## src/hdl/dq_pkg.sv

```systemverilog
// ----------------------------------------------------------------------------
// dq_pkg
// Shared types and codes for the double-ended queue.
// ----------------------------------------------------------------------------
package dq_pkg;

  localparam int WORD_W  = 32;
  localparam int REQ_W   = 3;
  localparam int STAT_W  = 2;
  localparam int TOTAL_W = 5;

  // request codes
  localparam logic [REQ_W-1:0] REQ_PUSH_FRONT = 3'd0;
  localparam logic [REQ_W-1:0] REQ_PUSH_BACK  = 3'd1;
  localparam logic [REQ_W-1:0] REQ_POP_FRONT  = 3'd2;
  localparam logic [REQ_W-1:0] REQ_POP_BACK   = 3'd3;
  localparam logic [REQ_W-1:0] REQ_PEEK_FRONT = 3'd4;
  localparam logic [REQ_W-1:0] REQ_PEEK_BACK  = 3'd5;

  // status codes
  localparam logic [STAT_W-1:0] ST_OK    = 2'd0;
  localparam logic [STAT_W-1:0] ST_EMPTY = 2'd1;
  localparam logic [STAT_W-1:0] ST_FULL  = 2'd2;

  localparam logic signed [WORD_W-1:0] NO_VALUE = -32'sd1;

  // controller -> datapath
  typedef struct packed {
    logic load;     // capture the request
    logic exec;     // evaluate the request, issue write or read
    logic capture;  // take read data, finish pop or peek
  } dq_cmd_t;

  // datapath -> controller
  typedef struct packed {
    logic need_read;
  } dq_sts_t;

endpackage

```

## src/hdl/dq_ram.sv

```systemverilog
// ----------------------------------------------------------------------------
// dq_ram
// Generic single-write, single-read RAM with registered read data.
// ----------------------------------------------------------------------------
module dq_ram #(
  parameter int WIDTH = 32,
  parameter int DEPTH = 16
) (
  input  logic                     clk_i,
  input  logic                     we_i,
  input  logic [$clog2(DEPTH)-1:0] waddr_i,
  input  logic [WIDTH-1:0]         wdata_i,
  input  logic                     re_i,
  input  logic [$clog2(DEPTH)-1:0] raddr_i,
  output logic [WIDTH-1:0]         rdata_o
);

  logic [WIDTH-1:0] mem_q [DEPTH];

  always_ff @(posedge clk_i) begin
    if (we_i) begin
      mem_q[waddr_i] <= wdata_i;
    end
    if (re_i) begin
      rdata_o <= mem_q[raddr_i];
    end
  end

endmodule

```

## src/hdl/dq_ctrl.sv

```systemverilog
// ----------------------------------------------------------------------------
// dq_ctrl
// Request sequencer: accept, execute, wait on the RAM read, report.
// ----------------------------------------------------------------------------
module dq_ctrl (
  input  logic            clk_i,
  input  logic            rst_ni,
  input  logic            start,
  output logic            busy,
  output logic            done_o,
  output dq_pkg::dq_cmd_t cmd_o,
  input  dq_pkg::dq_sts_t sts_i
);
  import dq_pkg::*;

  localparam logic [1:0] S_IDLE   = 2'd0;
  localparam logic [1:0] S_EXEC   = 2'd1;
  localparam logic [1:0] S_RDWAIT = 2'd2;
  localparam logic [1:0] S_RESP   = 2'd3;

  logic [1:0] state_q, state_d;

  always_comb begin
    state_d = state_q;
    case (state_q)
      S_IDLE: begin
        if (start) state_d = S_EXEC;
      end
      S_EXEC: begin
        state_d = sts_i.need_read ? S_RDWAIT : S_RESP;
      end
      S_RDWAIT: begin
        state_d = S_RESP;
      end
      S_RESP: begin
        state_d = S_IDLE;
      end
      default: begin
        state_d = S_IDLE;
      end
    endcase
  end

  always_ff @(posedge clk_i or negedge rst_ni) begin
    if (!rst_ni) begin
      state_q <= S_IDLE;
    end else begin
      state_q <= state_d;
    end
  end

  assign busy          = (state_q != S_IDLE);
  assign done_o        = (state_q == S_RESP);
  assign cmd_o.load    = (state_q == S_IDLE) && start;
  assign cmd_o.exec    = (state_q == S_EXEC);
  assign cmd_o.capture = (state_q == S_RDWAIT);

endmodule

```

## src/hdl/dq_dpath.sv

```systemverilog
// ----------------------------------------------------------------------------
// dq_dpath
// Ring indices, item count, entry store and result registers.
// ----------------------------------------------------------------------------
module dq_dpath #(
  parameter int DEPTH = 16
) (
  input  logic                             clk_i,
  input  logic                             rst_ni,
  input  dq_pkg::dq_cmd_t                  cmd_i,
  output dq_pkg::dq_sts_t                  sts_o,
  input  logic [dq_pkg::REQ_W-1:0]         req_type_i,
  input  logic signed [dq_pkg::WORD_W-1:0] push_value_i,
  output logic signed [dq_pkg::WORD_W-1:0] read_value_o,
  output logic [dq_pkg::STAT_W-1:0]        status_o,
  output logic [dq_pkg::TOTAL_W-1:0]       item_total_o
);
  import dq_pkg::*;

  localparam int AW = $clog2(DEPTH);
  localparam int CW = $clog2(DEPTH + 1);

  // request registers
  logic [REQ_W-1:0]         req_q;
  logic [WORD_W-1:0]        val_q;

  // ring state
  logic [AW-1:0]            front_q, front_d;
  logic [CW-1:0]            count_q, count_d;

  // result registers
  logic [WORD_W-1:0]        res_val_q, res_val_d;
  logic [STAT_W-1:0]        res_st_q, res_st_d;
  logic                     res_load;

  logic                     is_push, is_read, at_front, full, empty;
  logic [AW-1:0]            front_dec, front_inc, tail_pos, back_pos;
  logic [CW:0]              tail_sum, back_sum;
  logic [CW+TOTAL_W-1:0]    total_ext;

  logic                     ram_we, ram_re;
  logic [AW-1:0]            ram_waddr, ram_raddr;
  logic [WORD_W-1:0]        ram_rdata;

  always_comb begin
    is_push  = (req_q == REQ_PUSH_FRONT) || (req_q == REQ_PUSH_BACK);
    is_read  = req_q inside {[REQ_POP_FRONT:REQ_PEEK_BACK]};
    at_front = (req_q == REQ_POP_FRONT) || (req_q == REQ_PEEK_FRONT);
    full     = (count_q == CW'(DEPTH));
    empty    = (count_q == '0);

    front_dec = (front_q == '0) ? AW'(DEPTH - 1) : front_q - AW'(1);
    front_inc = (front_q == AW'(DEPTH - 1)) ? '0 : front_q + AW'(1);

    // sums stay below twice the depth, so one conditional subtract wraps them
    tail_sum = (CW + 1)'(front_q) + (CW + 1)'(count_q);
    back_sum = tail_sum - (CW + 1)'(1);
    tail_pos = (tail_sum >= (CW + 1)'(DEPTH)) ? AW'(tail_sum - (CW + 1)'(DEPTH))
                                               : AW'(tail_sum);
    back_pos = (back_sum >= (CW + 1)'(DEPTH)) ? AW'(back_sum - (CW + 1)'(DEPTH))
                                               : AW'(back_sum);
  end

  assign sts_o.need_read = is_read && !empty;

  always_comb begin
    front_d   = front_q;
    count_d   = count_q;
    res_val_d = NO_VALUE;
    res_st_d  = ST_OK;
    res_load  = 1'b0;
    ram_we    = 1'b0;
    ram_waddr = (req_q == REQ_PUSH_FRONT) ? front_dec : tail_pos;
    ram_re    = 1'b0;
    ram_raddr = at_front ? front_q : back_pos;

    if (cmd_i.exec) begin
      if (is_read) begin
        if (empty) begin
          res_st_d = ST_EMPTY;
          res_load = 1'b1;
        end else begin
          ram_re = 1'b1;
        end
      end else begin
        res_load = 1'b1;
        if (is_push) begin
          if (full) begin
            res_st_d = ST_FULL;
          end else begin
            ram_we  = 1'b1;
            count_d = count_q + CW'(1);
            if (req_q == REQ_PUSH_FRONT) front_d = front_dec;
          end
        end
      end
    end else if (cmd_i.capture) begin
      res_load  = 1'b1;
      res_val_d = ram_rdata;
      if (req_q == REQ_POP_FRONT) begin
        front_d = front_inc;
        count_d = count_q - CW'(1);
      end else if (req_q == REQ_POP_BACK) begin
        count_d = count_q - CW'(1);
      end
    end
  end

  always_ff @(posedge clk_i or negedge rst_ni) begin
    if (!rst_ni) begin
      front_q <= '0;
      count_q <= '0;
    end else begin
      front_q <= front_d;
      count_q <= count_d;
    end
  end

  always_ff @(posedge clk_i) begin
    if (cmd_i.load) begin
      req_q <= req_type_i;
      val_q <= push_value_i;
    end
    if (res_load) begin
      res_val_q <= res_val_d;
      res_st_q  <= res_st_d;
    end
  end

  dq_ram #(
    .WIDTH (WORD_W),
    .DEPTH (DEPTH)
  ) u_store (
    .clk_i   (clk_i),
    .we_i    (ram_we),
    .waddr_i (ram_waddr),
    .wdata_i (val_q),
    .re_i    (ram_re),
    .raddr_i (ram_raddr),
    .rdata_o (ram_rdata)
  );

  // count is final by the report cycle; show its low bits
  assign total_ext    = {{TOTAL_W{1'b0}}, count_q};
  assign item_total_o = total_ext[TOTAL_W-1:0];
  assign read_value_o = res_val_q;
  assign status_o     = res_st_q;

endmodule

```

## src/hdl/double_ended_queue.sv

```systemverilog
// ----------------------------------------------------------------------------
// double_ended_queue
// Bounded deque of signed 32-bit words held in a ring RAM.
// ----------------------------------------------------------------------------
// A request is taken when start is high and busy is low. Its single result
// appears on read_value_o, status_o and item_total_o for one cycle with
// done_o high; the receiver cannot stall it, so sample on done_o. Pushes,
// no-ops and requests refused as empty or full go from accept through
// S_EXEC to S_RESP; pops and peeks also pass S_RDWAIT for the registered
// read of the entry RAM. busy falls in the cycle after done_o.
// ----------------------------------------------------------------------------
module double_ended_queue #(
  parameter int DEPTH = 16
) (
  input  logic                             clk_i,
  input  logic                             rst_ni,
  input  logic                             start,
  output logic                             busy,
  input  logic [dq_pkg::REQ_W-1:0]         req_type_i,
  input  logic signed [dq_pkg::WORD_W-1:0] push_value_i,
  output logic                             done_o,
  output logic signed [dq_pkg::WORD_W-1:0] read_value_o,
  output logic [dq_pkg::STAT_W-1:0]        status_o,
  output logic [dq_pkg::TOTAL_W-1:0]       item_total_o
);
  import dq_pkg::*;

  dq_cmd_t cmd;
  dq_sts_t sts;

  dq_ctrl u_ctrl (
    .clk_i  (clk_i),
    .rst_ni (rst_ni),
    .start  (start),
    .busy   (busy),
    .done_o (done_o),
    .cmd_o  (cmd),
    .sts_i  (sts)
  );

  dq_dpath #(
    .DEPTH (DEPTH)
  ) u_dpath (
    .clk_i        (clk_i),
    .rst_ni       (rst_ni),
    .cmd_i        (cmd),
    .sts_o        (sts),
    .req_type_i   (req_type_i),
    .push_value_i (push_value_i),
    .read_value_o (read_value_o),
    .status_o     (status_o),
    .item_total_o (item_total_o)
  );

endmodule

```

## config.mk

```make
export PLATFORM = sky130hd
export DESIGN_NAME = double_ended_queue
export DESIGN_NICKNAME = d
export VERILOG_FILES = /design/src/hdl/dq_pkg.sv /design/src/hdl/dq_ram.sv /design/src/hdl/dq_ctrl.sv /design/src/hdl/dq_dpath.sv /design/src/hdl/double_ended_queue.sv
export SDC_FILE = /design/constraint.sdc
export NUM_CORES = 1
export LEC_CHECK = 0
export ABC_AREA = 0
export BUFFER_PORTS_ARGS = -buffer_cell sky130_fd_sc_hd__buf_2
export CORE_UTILIZATION = 30
export DETAILED_ROUTE_END_ITERATION = 7
export GPL_ROUTABILITY_DRIVEN = 0
export GPL_TIMING_DRIVEN = 0
export PLACE_DENSITY = 0.41
export SLEW_MARGIN = 20
export SYNTH_ARGS = -nofsm -noshare
export SYNTH_HDL_FRONTEND = slang
export SYNTH_SLANG_ARGS = --single-unit
```

## constraint.sdc

```tcl
create_clock -name clk_i -period 7.4 [get_ports clk_i]
set_clock_uncertainty 0.2 [all_clocks]
set_input_delay 1.11 -clock clk_i [delete_from_list [all_inputs] [get_ports clk_i]]
set_output_delay 1.11 -clock clk_i [all_outputs]
set_load 0.005 [all_outputs]
```

==> results of run 1 <==
==> synth_stat cells, types with 3 or more instances <==
library cell	number	area, um^2
a21o_1	3	22.52
a21oi_1	9	45.04
a22oi_1	35	262.8
and2_1	3	18.77
and3b_1	31	271.5
buf_1	7	26.28
buf_2	10	50.05
buf_4	5	37.54
clkbuf_1	65	244.0
dfrtp_1	11	275.3
edfxtp_1	613	18410
ha_1	16	200.2
inv_1	15	56.30
mux2_2	4	45.04
mux2i_1	9	90.09
mux4_2	190	4279
nand2_1	17	63.81
nand2b_1	34	212.7
nor2_1	60	225.2
nor2b_1	3	18.77
nor3_1	5	25.02
o211a_1	31	310.3
o211ai_1	3	22.52
o21a_1	32	240.2
o21ai_0	32	160.2
o21ai_1	42	210.2
o31ai_1	3	22.52
or3_1	93	581.8
xnor2_1	6	52.55
xor2_1	8	70.07
==> registers in the layout, indices dropped and copies added (netlist names) <==
signal                   count
u_dpath.front_q              4
u_dpath.val_q               32
u_dpath.req_q                3
u_dpath.u_store.rdata_o     32
u_ctrl.state_q               2
u_dpath.read_value_o        32
u_dpath.item_total_o         5
u_dpath.u_store.mem_q      512
u_dpath.status_o             2
==> area by class of cell <==
cell class,instances,area [um^2]
well taps,1165,1458
multi-input cells,686,7770
clock buffers,98,2048
plain buffers,88,374.1
repair buffers,112,1087
fillers,8303,56600
inverters,15,56.30
clock inverters,35,295.3
flip-flops and latches,624,18680
==> through the flow <==
| step | setup TNS, ps | instance area, um^2 | hold WS [ps] | std cells | setup WS [ps] |
|---|---|---|---|---|---|
| 2_1_floorplan | 0 | 26740 | 277.3 | 1413 | 1987 |
| 4_1_cts | 0 | 31770 | 151.8 | 2823 | 2277 |
| 6_report | 0 | 31770 | 183.5 | 2823 | 2277 |
| 3_5_place_dp | 0 | 29420 | 284.1 | 2690 | 2325 |
| 5_1_grt | 0 | 31770 | 181.0 | 2823 | 2060 |
| 3_3_place_gp | -247660 | 28590 | 290.9 | 2656 | -7295 |
==> logic make-up after synthesis <==
| logic type | share of synthesized area (%) |
|---|---|
| DFF | 69.87 |
| and+or+nand+nor | 5.540 |
| muxes | 16.51 |
| AOI/OAI and AO/OA | 4.960 |
| buffers and inverters | 1.591 |
| adders and majority gates | 0.8984 |
| xor gates and xnor gates | 0.6317 |
==> worst max path at each step <==
stage	slack, ps	startpoint	to
floorplan	1990	u_ctrl.state_q[1]	u_dpath.read_value_o[0]
global placement	-7290	u_ctrl.state_q[1]	u_dpath.read_value_o[9]
detailed placement	2330	u_dpath.item_total_o[0]	u_dpath.u_store.rdata_o[21]
CTS	2280	u_dpath.item_total_o[0]	u_dpath.u_store.rdata_o[22]
global route	2060	u_dpath.item_total_o[0]	u_dpath.u_store.rdata_o[31]
finish	2280	u_dpath.item_total_o[0]	u_dpath.u_store.rdata_o[31]
==> cell usage in the layout, fill, tap and decap left out, types with 17 or more instances in the layout <==
cell type and n:
clkbuf_1 82, buf_2 88, nor2_1 43, o21a_1 32, o21ai_0 32, nand2_1 17, nor2_4 18, a22oi_1 35
o21ai_1 41, o211a_1 31, edfxtp_1 613, and3b_1 31, buf_12 19, or3_1 93, nand2b_1 34, clkbuf_16 79
mux4_2 190
==> layer usage <==
layer | wire (um) | part of all wire (%) | vias to the layer above
met5 | 20 | 0.027 | -
met4 | 1564 | 2.1 | 2
met3 | 3138 | 4.2 | 104
met2 | 36820 | 49 | 372
met1 | 33480 | 45 | 7713
li1 | - | - | 6234
==> reports/qor.yml, run 1 <==
fmax_mhz: 195.2
antennaDiodeCount: 0
cp.required_ps: 7480
die_w_um: 300.6
cp_slowest_stage_delay_ps: 700
crit_fanout: 10
cts_hold_buffers: 0
grt_pass1_wl_um: 107900
cpMostUsedCell: "clkbuf_1"
synthArstFlopShare_pct: 1.763
rr_startpoint: "u_dpath.item_total_o[0]"
cap_violations: 0
tightest_slew_ps: 1116
critPathBufInv: 6
start_kind: "register"
drc: 0
cp_cell_sequence: "ha_1 > clkbuf_1 > buf_4 > inv_1 > ha_1 > clkbuf_1 > o21ai_0 > buf_2 > clkbuf_1 > mux4_2 > a22oi_1 > o21ai_1"
grt_util_met3_pct: 2.532
rsz0062_at_grt: "false"
drtIter0Drc: 1093
grt_max_degree: 20
vias: 14430
fin_crit_sh_pct: 69.23
syn_inst: 1413
syn_nets: 1469
cts_tree: "built"
yosysWarnings: 0
cp.arrival_ps: 5200
first_global_vias: 15060
synth-seq-cells: 624
drive_gt1_share_pct: 27.08
post_cts_buffers: 0
clk_latency_ps: 620
vias_per_cell: 5.110
antenna_found_initial: 1
num_rows: 109
status: "finished clean"
cts.sinks: 624
syn_area_um2: 26740
top_level_ports: 79
dp_hpwl_um: 51060
core_area_um2: 88370
area_growth_pct: 18.82
syn-mean-instance-area_um2: 18.92
busiest_layer: "met2"
numCtsBuffers: 75
cts_resized: 0
ys_types: 45
dr.pass1.iters: 5
slew_violations: 0
nets: 1658
ys_seq_area_share_pct: 69.87
setup_viol: 0
die_area_um2: 90330
ant_nets: 0
hold_path_class: "in2async"
rrSetupSlack_ps: 2280
crit_type: "reg2reg"
final_util_pct: 35.95
timing.max_slew.rel_slack_pct: 25.59
cts.path.max_buffers: 3
endpoint_kind: "register"
use_met1_pct: 22.90
r2r-end: "u_dpath.u_store.rdata_o[31]"
r2r_cells: 12
globalRouteMet2Util_pct: 27.95
portBuffers: 78
wl_per_cell_um: 26.58
initial_core_util_pct: 30.26
grt_overflow: 0
clockRootBuffer: "clkbuf_16"
htreeDepth: 3
cts.clk_slew.worst_paths_ps: 60
crit_family: "buffers and inverters"
worst_path_max_delay_cell: "clkbuf_1"
die-height_um: 300.6
synthFlopType: "edfxtp_1"
path_depth: 12
grt_usage_pct: 16.80
synth-edff-count: 613
period_minus_slack_ps: 5123
hold_viol_final: 0
wirelength_um: 75020
Power of run 1 is left out: the tool's default activity adds up to more than one toggle a clock period on the data nets, which glitch-free logic cannot reach.
==> run 2, diff against run 1 <==
--- a/config.mk
+++ b/config.mk
@@ -5,13 +5,13 @@
 export SDC_FILE = /design/constraint.sdc
 export NUM_CORES = 1
 export LEC_CHECK = 0
-export ABC_AREA = 0
+export ABC_AREA = 1
 export BUFFER_PORTS_ARGS = -buffer_cell sky130_fd_sc_hd__buf_2
 export CORE_UTILIZATION = 30
 export DETAILED_ROUTE_END_ITERATION = 7
 export GPL_ROUTABILITY_DRIVEN = 0
 export GPL_TIMING_DRIVEN = 0
-export PLACE_DENSITY = 0.41
+export PLACE_DENSITY = 0.43
 export SLEW_MARGIN = 20
 export SYNTH_ARGS = -nofsm -noshare
 export SYNTH_HDL_FRONTEND = slang
==> constraint.sdc (replaced) <==
create_clock -name clk_i -period 4.2 [get_ports clk_i]
set_clock_uncertainty 0.2 [all_clocks]
set_input_delay 0.63 -clock clk_i [delete_from_list [all_inputs] [get_ports clk_i]]
set_output_delay 0.63 -clock clk_i [all_outputs]
set_load 0.005 [all_outputs]
==> reports/qor.yml, run 2 <==
area_growth_pct: 19.78
fin_ws_ps: 162.3  # -2115 ps
period_minus_slack_ps: 4038  # -1085 ps
grt_pass1_wl_um: 122700  # +14%
fin_area_um2: 32230  # +1.4%
syn_inst: 2423  # +71%
wl_per_cell_um: 22.17  # -17%
synth-seq-cells: 624  # unchanged
cp.arrival_ps: 4180  # -1020 ps
syn-mean-instance-area_um2: 11.10  # -41%
initial_core_util_pct: 30.35  # +0.092 points
cts.clk_slew.worst_paths_ps: 60  # about the same
die_w_um: 301.5  # +0.30%
syn_nets: 2479  # +69%
synth-edff-count: 613  # unchanged
grt_max_degree: 23  # +15%
numCtsBuffers: 74  # -1.3%
portBuffers: 78  # unchanged
regMostFlops: "u_dpath.u_store.mem_q"
worst_path_max_delay_cell: "buf_1"
grt_usage_pct: 18.98  # +2.2 points
timing.max_slew.rel_slack_pct: 34.54  # +9.0 points
cts.path.max_buffers: 3  # unchanged
cp.required_ps: 4340  # -3140 ps
failed_checks: "design-rule violations"
cts.sinks: 624  # unchanged
dpl_cell_area_um2: 29470  # +0.16%
ant_nets: 0  # unchanged
final_cell_mix: "edfxtp_1 (613), nand3_1 (524), nand2_1 (477)"
cp_slowest_stage_delay_ps: 730  # +30 ps
yosysTopAreaCellShare_pct: 68.42  # -0.42 points
ys_seq_area_share_pct: 69.44  # -0.43 points
drc: 10  # +10
final_common_cell: "edfxtp_1"
num_rows: 109  # unchanged
yosysWarnings: 0  # unchanged
grt_overflow: 0  # unchanged
dp_hpwl_um: 57610  # +13%
drtIter0Drc: 1607  # +47%
cap_violations: 0  # unchanged
synth_common_cells: "edfxtp_1 (613), nand3_1 (524), nand2_1 (477)"
start_kind: "register"
clockRootBuffer: "clkbuf_16"
hold_path_class: "in2reg"
wirelength_um: 85640  # +14%
first_global_vias: 17430  # +16%
antenna_found_initial: 5  # +4
cts_tree: "built"
crit_type: "reg2reg"
largest_reg_flops: 512  # unchanged
vias_per_cell: 4.647  # -9.1%
fin_crit_sh_pct: 96.14  # +27 points
synthArstFlopShare_pct: 1.763  # unchanged
drive_gt1_share_pct: 11.98  # -15 points
status: "finished with violations"
clk_latency_ps: 620  # about the same
slew_violations: 0  # unchanged
setup_viol: 0  # unchanged
crit_fanout: 10  # unchanged
tightest_slew_ps: 982.0  # -134.3 ps
die_area_um2: 90880  # +0.61%
synthFlopType: "edfxtp_1"
yosysMostFrequentCell: "edfxtp_1"
syn_area_um2: 26900  # +0.61%
dr.pass1.iters: 8  # +3
post_cts_buffers: 0  # unchanged
endpoint_kind: "register"
ys_types: 32  # -29%
top_level_ports: 79  # unchanged
htreeDepth: 3  # unchanged
nets: 2696  # +63%
cp_cell_sequence: "ha_1 > fa_1 > inv_1 > ha_1 > xor2_1 > nand2_1 > nand2_2 > buf_1 > nand3_1 > nand3_1 > nand2_1"
vias: 17950  # +24%
yosysTopAreaCell: "edfxtp_1"
pre_cts_slack_ps: 4.685  # -2321 ps
synthTopCellsByArea: "edfxtp_1 (68%), nand3_1 (9.7%), nand2_1 (6.7%)"
die-height_um: 301.5  # +0.30%
core_area_um2: 88650  # +0.31%
hold_viol_final: 0  # unchanged
fmax_mhz: 247.7  # +27%
rsz0062_at_grt: "false"
[run 2: cell types whose count changed after synthesis, sizes merged, moves of 93 or more]
| cell | delta |
|---|---|
| nand3b | +96 |
| nand2 | +465 |
| inv | +463 |
| mux4 | -190 |
| or3 | -93 |
| nand3 | +525 |
[run 2: cell families after synthesis]
| kind of cell | synth area share (%) |
|---|---|
| AND/OR/NAND/NOR | 19.84 |
| adder cells (fa/ha/maj) | 0.8929 |
| XOR/XNOR | 0.2930 |
| flip-flops | 69.44 |
| buffers and inverters | 8.897 |
| AO/OA/AOI/OAI | 0.6325 |
[run 2: per-stage QoR]
stage	hold WS [ps]	util, %	instances	setup TNS, ps
final	162.5	36.35	3862	0
after global placement	278.8	32.43	3666	-830460
after CTS	133.6	36.35	3861	0
after detailed placement	277.9	33.24	3693	0
after global routing	162.3	36.35	3861	0
after floorplan	134.4	-	2423	0
[run 2: final timing paths]
path	slack, ps	endpoint	depth (start not counted)	startpoint
setup reg to reg	160	u_dpath.u_store.rdata_o[16]	11	u_dpath.item_total_o[0]
hold reg to reg	290	u_dpath.read_value_o[30]	2	u_dpath.u_store.rdata_o[30]
setup / recovery	160	u_dpath.u_store.rdata_o[16]	11	u_dpath.item_total_o[0]
max in group asynchronous	3370	u_dpath.item_total_o[1]	2	rst_ni
hold / removal	160	u_ctrl.state_q[1]	3	start
min in group asynchronous	220	u_dpath.item_total_o[0]	2	rst_ni
[run 2: metal layers]
| metal | vias up | GRT usage [%] | share of wire (%) |
|---|---|---|---|
| met5 | - | 0 | 0.016 |
| met4 | 2 | 5.688 | 2.2 |
| met3 | 117 | 2.536 | 5.2 |
| met2 | 500 | 31.69 | 48 |
| met1 | 8829 | 25.60 | 45 |
| li1 | 8497 | - | - |
[run 2: cell type report]
class                   count  area (um^2)
diodes                      1        2.502
well taps                1165         1458
flip-flops and latches    624        18680
clock buffers              98         2006
plain buffers             123        599.3
repair buffers            141         1339
clock inverters            34        384.1
multi-input cells        1197         5954
fillers                  8742        56420
inverters                 479         1800
[run 2: what timing repair did]
action                                 CTS  global route
endpoints found under the hold margin   46             0
gates resized for setup                  1             5
setup endpoints to repair                1            14
hold buffers                            36             0
gates cloned                             0             0
[run 2: critical path, delay by kind of cell, from the launching register on]
kind          cells  cell delay [ps]
xor+xnor          1              260
flops             1              470
simple gates      5             1050
fa+ha+maj         3              960
buf+inv           2              790
Power of run 2 is left out for the same reason.
==> run 3, diff against run 2 <==
--- a/config.mk
+++ b/config.mk
@@ -11,7 +11,7 @@
 export DETAILED_ROUTE_END_ITERATION = 7
 export GPL_ROUTABILITY_DRIVEN = 0
 export GPL_TIMING_DRIVEN = 0
-export PLACE_DENSITY = 0.43
+export PLACE_DENSITY = 0.55
 export SLEW_MARGIN = 20
 export SYNTH_ARGS = -nofsm -noshare
 export SYNTH_HDL_FRONTEND = slang
==> reports/qor.yml, run 3 (same netlist as run 2, synthesis figures left out) <==
clockRootBuffer: "clkbuf_16"
tns_ps: 0  # unchanged
die-height_um: 301.5  # unchanged
vias: 18010  # +0.38%
wirelength_um: 78720  # -8.1%
cts_tree: "built"
crit_family: "simple AND/OR/NAND/NOR gates"
rr_startpoint: "u_dpath.item_total_o[0]"
portBuffers: 78  # unchanged
dr.pass1.iters: 8  # unchanged
nets: 2692  # -0.15%
drtIter0Drc: 1760  # +9.5%
htreeDepth: 3  # unchanged
hold_depth: 3  # unchanged
antenna_found_initial: 0  # -5
rsz0062_at_grt: "false"
first_global_vias: 16810  # -3.5%
drc: 4  # -6
die_area_um2: 90880  # unchanged
fin_crit_sh_pct: 97.49  # +1.4 points
antennaDiodeCount: 0  # -1
crit_type: "reg2reg"
final_common_cell: "edfxtp_1"
crit_fanout: 10  # unchanged
post_cts_buffers: 0  # unchanged
num_rows: 109  # unchanged
path_depth: 11  # unchanged
regMostFlops: "u_dpath.u_store.mem_q"
grt_max_degree: 36  # +57%
route.met3.wl_um: 6025  # +36%
cp.required_ps: 4350  # about the same
wl_met1_um: 33580  # -12%
start_kind: "register"
dp_hpwl_um: 53110  # -7.8%
grt_usage_pct: 17.39  # -1.6 points
core_area_um2: 88650  # unchanged
grt_overflow: 0  # unchanged
hold_viol_final: 0  # unchanged
grt_pass1_wl_um: 114400  # -6.8%
top_level_ports: 79  # unchanged
cts_hold_buffers: 36  # unchanged
cap_violations: 0  # unchanged
vias_per_cell: 4.674  # +0.59%
cts.path.max_buffers: 3  # unchanged
hold_path_class: "in2reg"
wl_met2_um: 36890  # -10%
rrSetupSlack_ps: 110  # -60 ps
cts.sinks: 624  # unchanged
slew_violations: 0  # unchanged
cp.arrival_ps: 4250  # +70 ps
endpoint_kind: "register"
hp-start: "start"
initial_core_util_pct: 30.35  # unchanged
cts_resized: 0  # -1
timing.max_slew.rel_slack_pct: 37.52  # +3.0 points
die_w_um: 301.5  # unchanged
failed_checks: "design-rule violations"
largest_reg_flops: 512  # unchanged
tightest_slew_ps: 937.2  # -44.75 ps
period_minus_slack_ps: 4095  # +56.91 ps
r2r-end: "u_dpath.u_store.rdata_o[29]"
whs_endpoint: "u_ctrl.state_q[1]"
worst_path_max_delay_cell: "buf_1"
cp_cell_sequence: "ha_1 > fa_1 > inv_1 > ha_1 > xor2_1 > nand2_1 > nand2_2 > buf_1 > nand3_1 > nand3_1 > nand2_1"
numCtsBuffers: 70  # -5.4%
status: "finished with violations"
critPathBufInv: 2  # unchanged
ant_nets: 0  # unchanged
cts.clk_slew.worst_paths_ps: 60  # about the same
wl_per_cell_um: 20.42  # -7.9%
area_growth_pct: 19.33
cp_slowest_stage_delay_ps: 760  # +30 ps
final_cell_mix: "edfxtp_1 (613), nand3_1 (524), nand2_1 (477)"
highest-signal-layer: "met4"
fmax_mhz: 244.2  # -1.4%
pre_cts_slack_ps: 157.8  # +153.2 ps
r2r_cells: 11  # unchanged
clk_latency_ps: 620  # about the same
drive_gt1_share_pct: 11.49  # -0.49 points
fin_ws_ps: 105.4  # -56.90 ps
setup_viol: 0  # unchanged
[run 3: cell types whose count changed in the layout (fill, tap and decap cells not counted), sizes merged]
cell,delta
inv,+1
diode,-1
clkinv,+10
bufinv,-3
clkbuf,-13
buf,+2
clkinvlp,-4
[run 3: worst max-delay path by stage]
stage,start,to,slack [ps]
2_1_floorplan,u_dpath.item_total_o[0],u_dpath.read_value_o[0],550
3_3_place_gp,u_dpath.item_total_o[0],u_dpath.read_value_o[12],-2130
3_5_place_dp,u_dpath.item_total_o[0],u_dpath.u_store.rdata_o[29],160
4_1_cts,u_dpath.item_total_o[0],u_dpath.u_store.rdata_o[29],160
5_1_grt,u_dpath.item_total_o[0],u_dpath.u_store.rdata_o[29],30
6_report,u_dpath.item_total_o[0],u_dpath.u_store.rdata_o[29],110
[run 3: per-stage QoR]
step	instance area [um^2]	instances	hold slack (ps)	utilization [%]
floorplan	26900	2423	134.4	-
global placement	28750	3666	276.7	32.43
detailed placement	29550	3693	285.2	33.34
CTS	32100	3854	127.5	36.21
global route	32100	3854	182.8	36.21
finish	32100	3854	150.1	36.21
[run 3: worst register-to-register path, cell delays in order, from the launching register on]
cell,delay (ps)
dfrtp_1,470
ha_1,270
fa_1,510
inv_1,60
ha_1,210
xor2_1,240
nand2_1,100
nand2_2,400
buf_1,760
nand3_1,280
nand3_1,210
nand2_1,130
[run 3: final cells by class]
class	count	area, um^2
Buffer	123	596.8
Clock buffer	87	1837
Inverter	479	1800
Tap cell	1165	1458
Sequential cell	624	18680
Multi-Input combinational cell	1197	5954
Clock inverter	38	355.3
Fill cell	8711	56540
Timing Repair Buffer	141	1419
[run 3: metal layers]
metal	track usage, %	vias up
li1	-	8493
met1	23.66	8622
met2	28.28	753
met3	2.565	146
met4	5.964	0
met5	0	-
Power of run 3 is left out for the same reason.
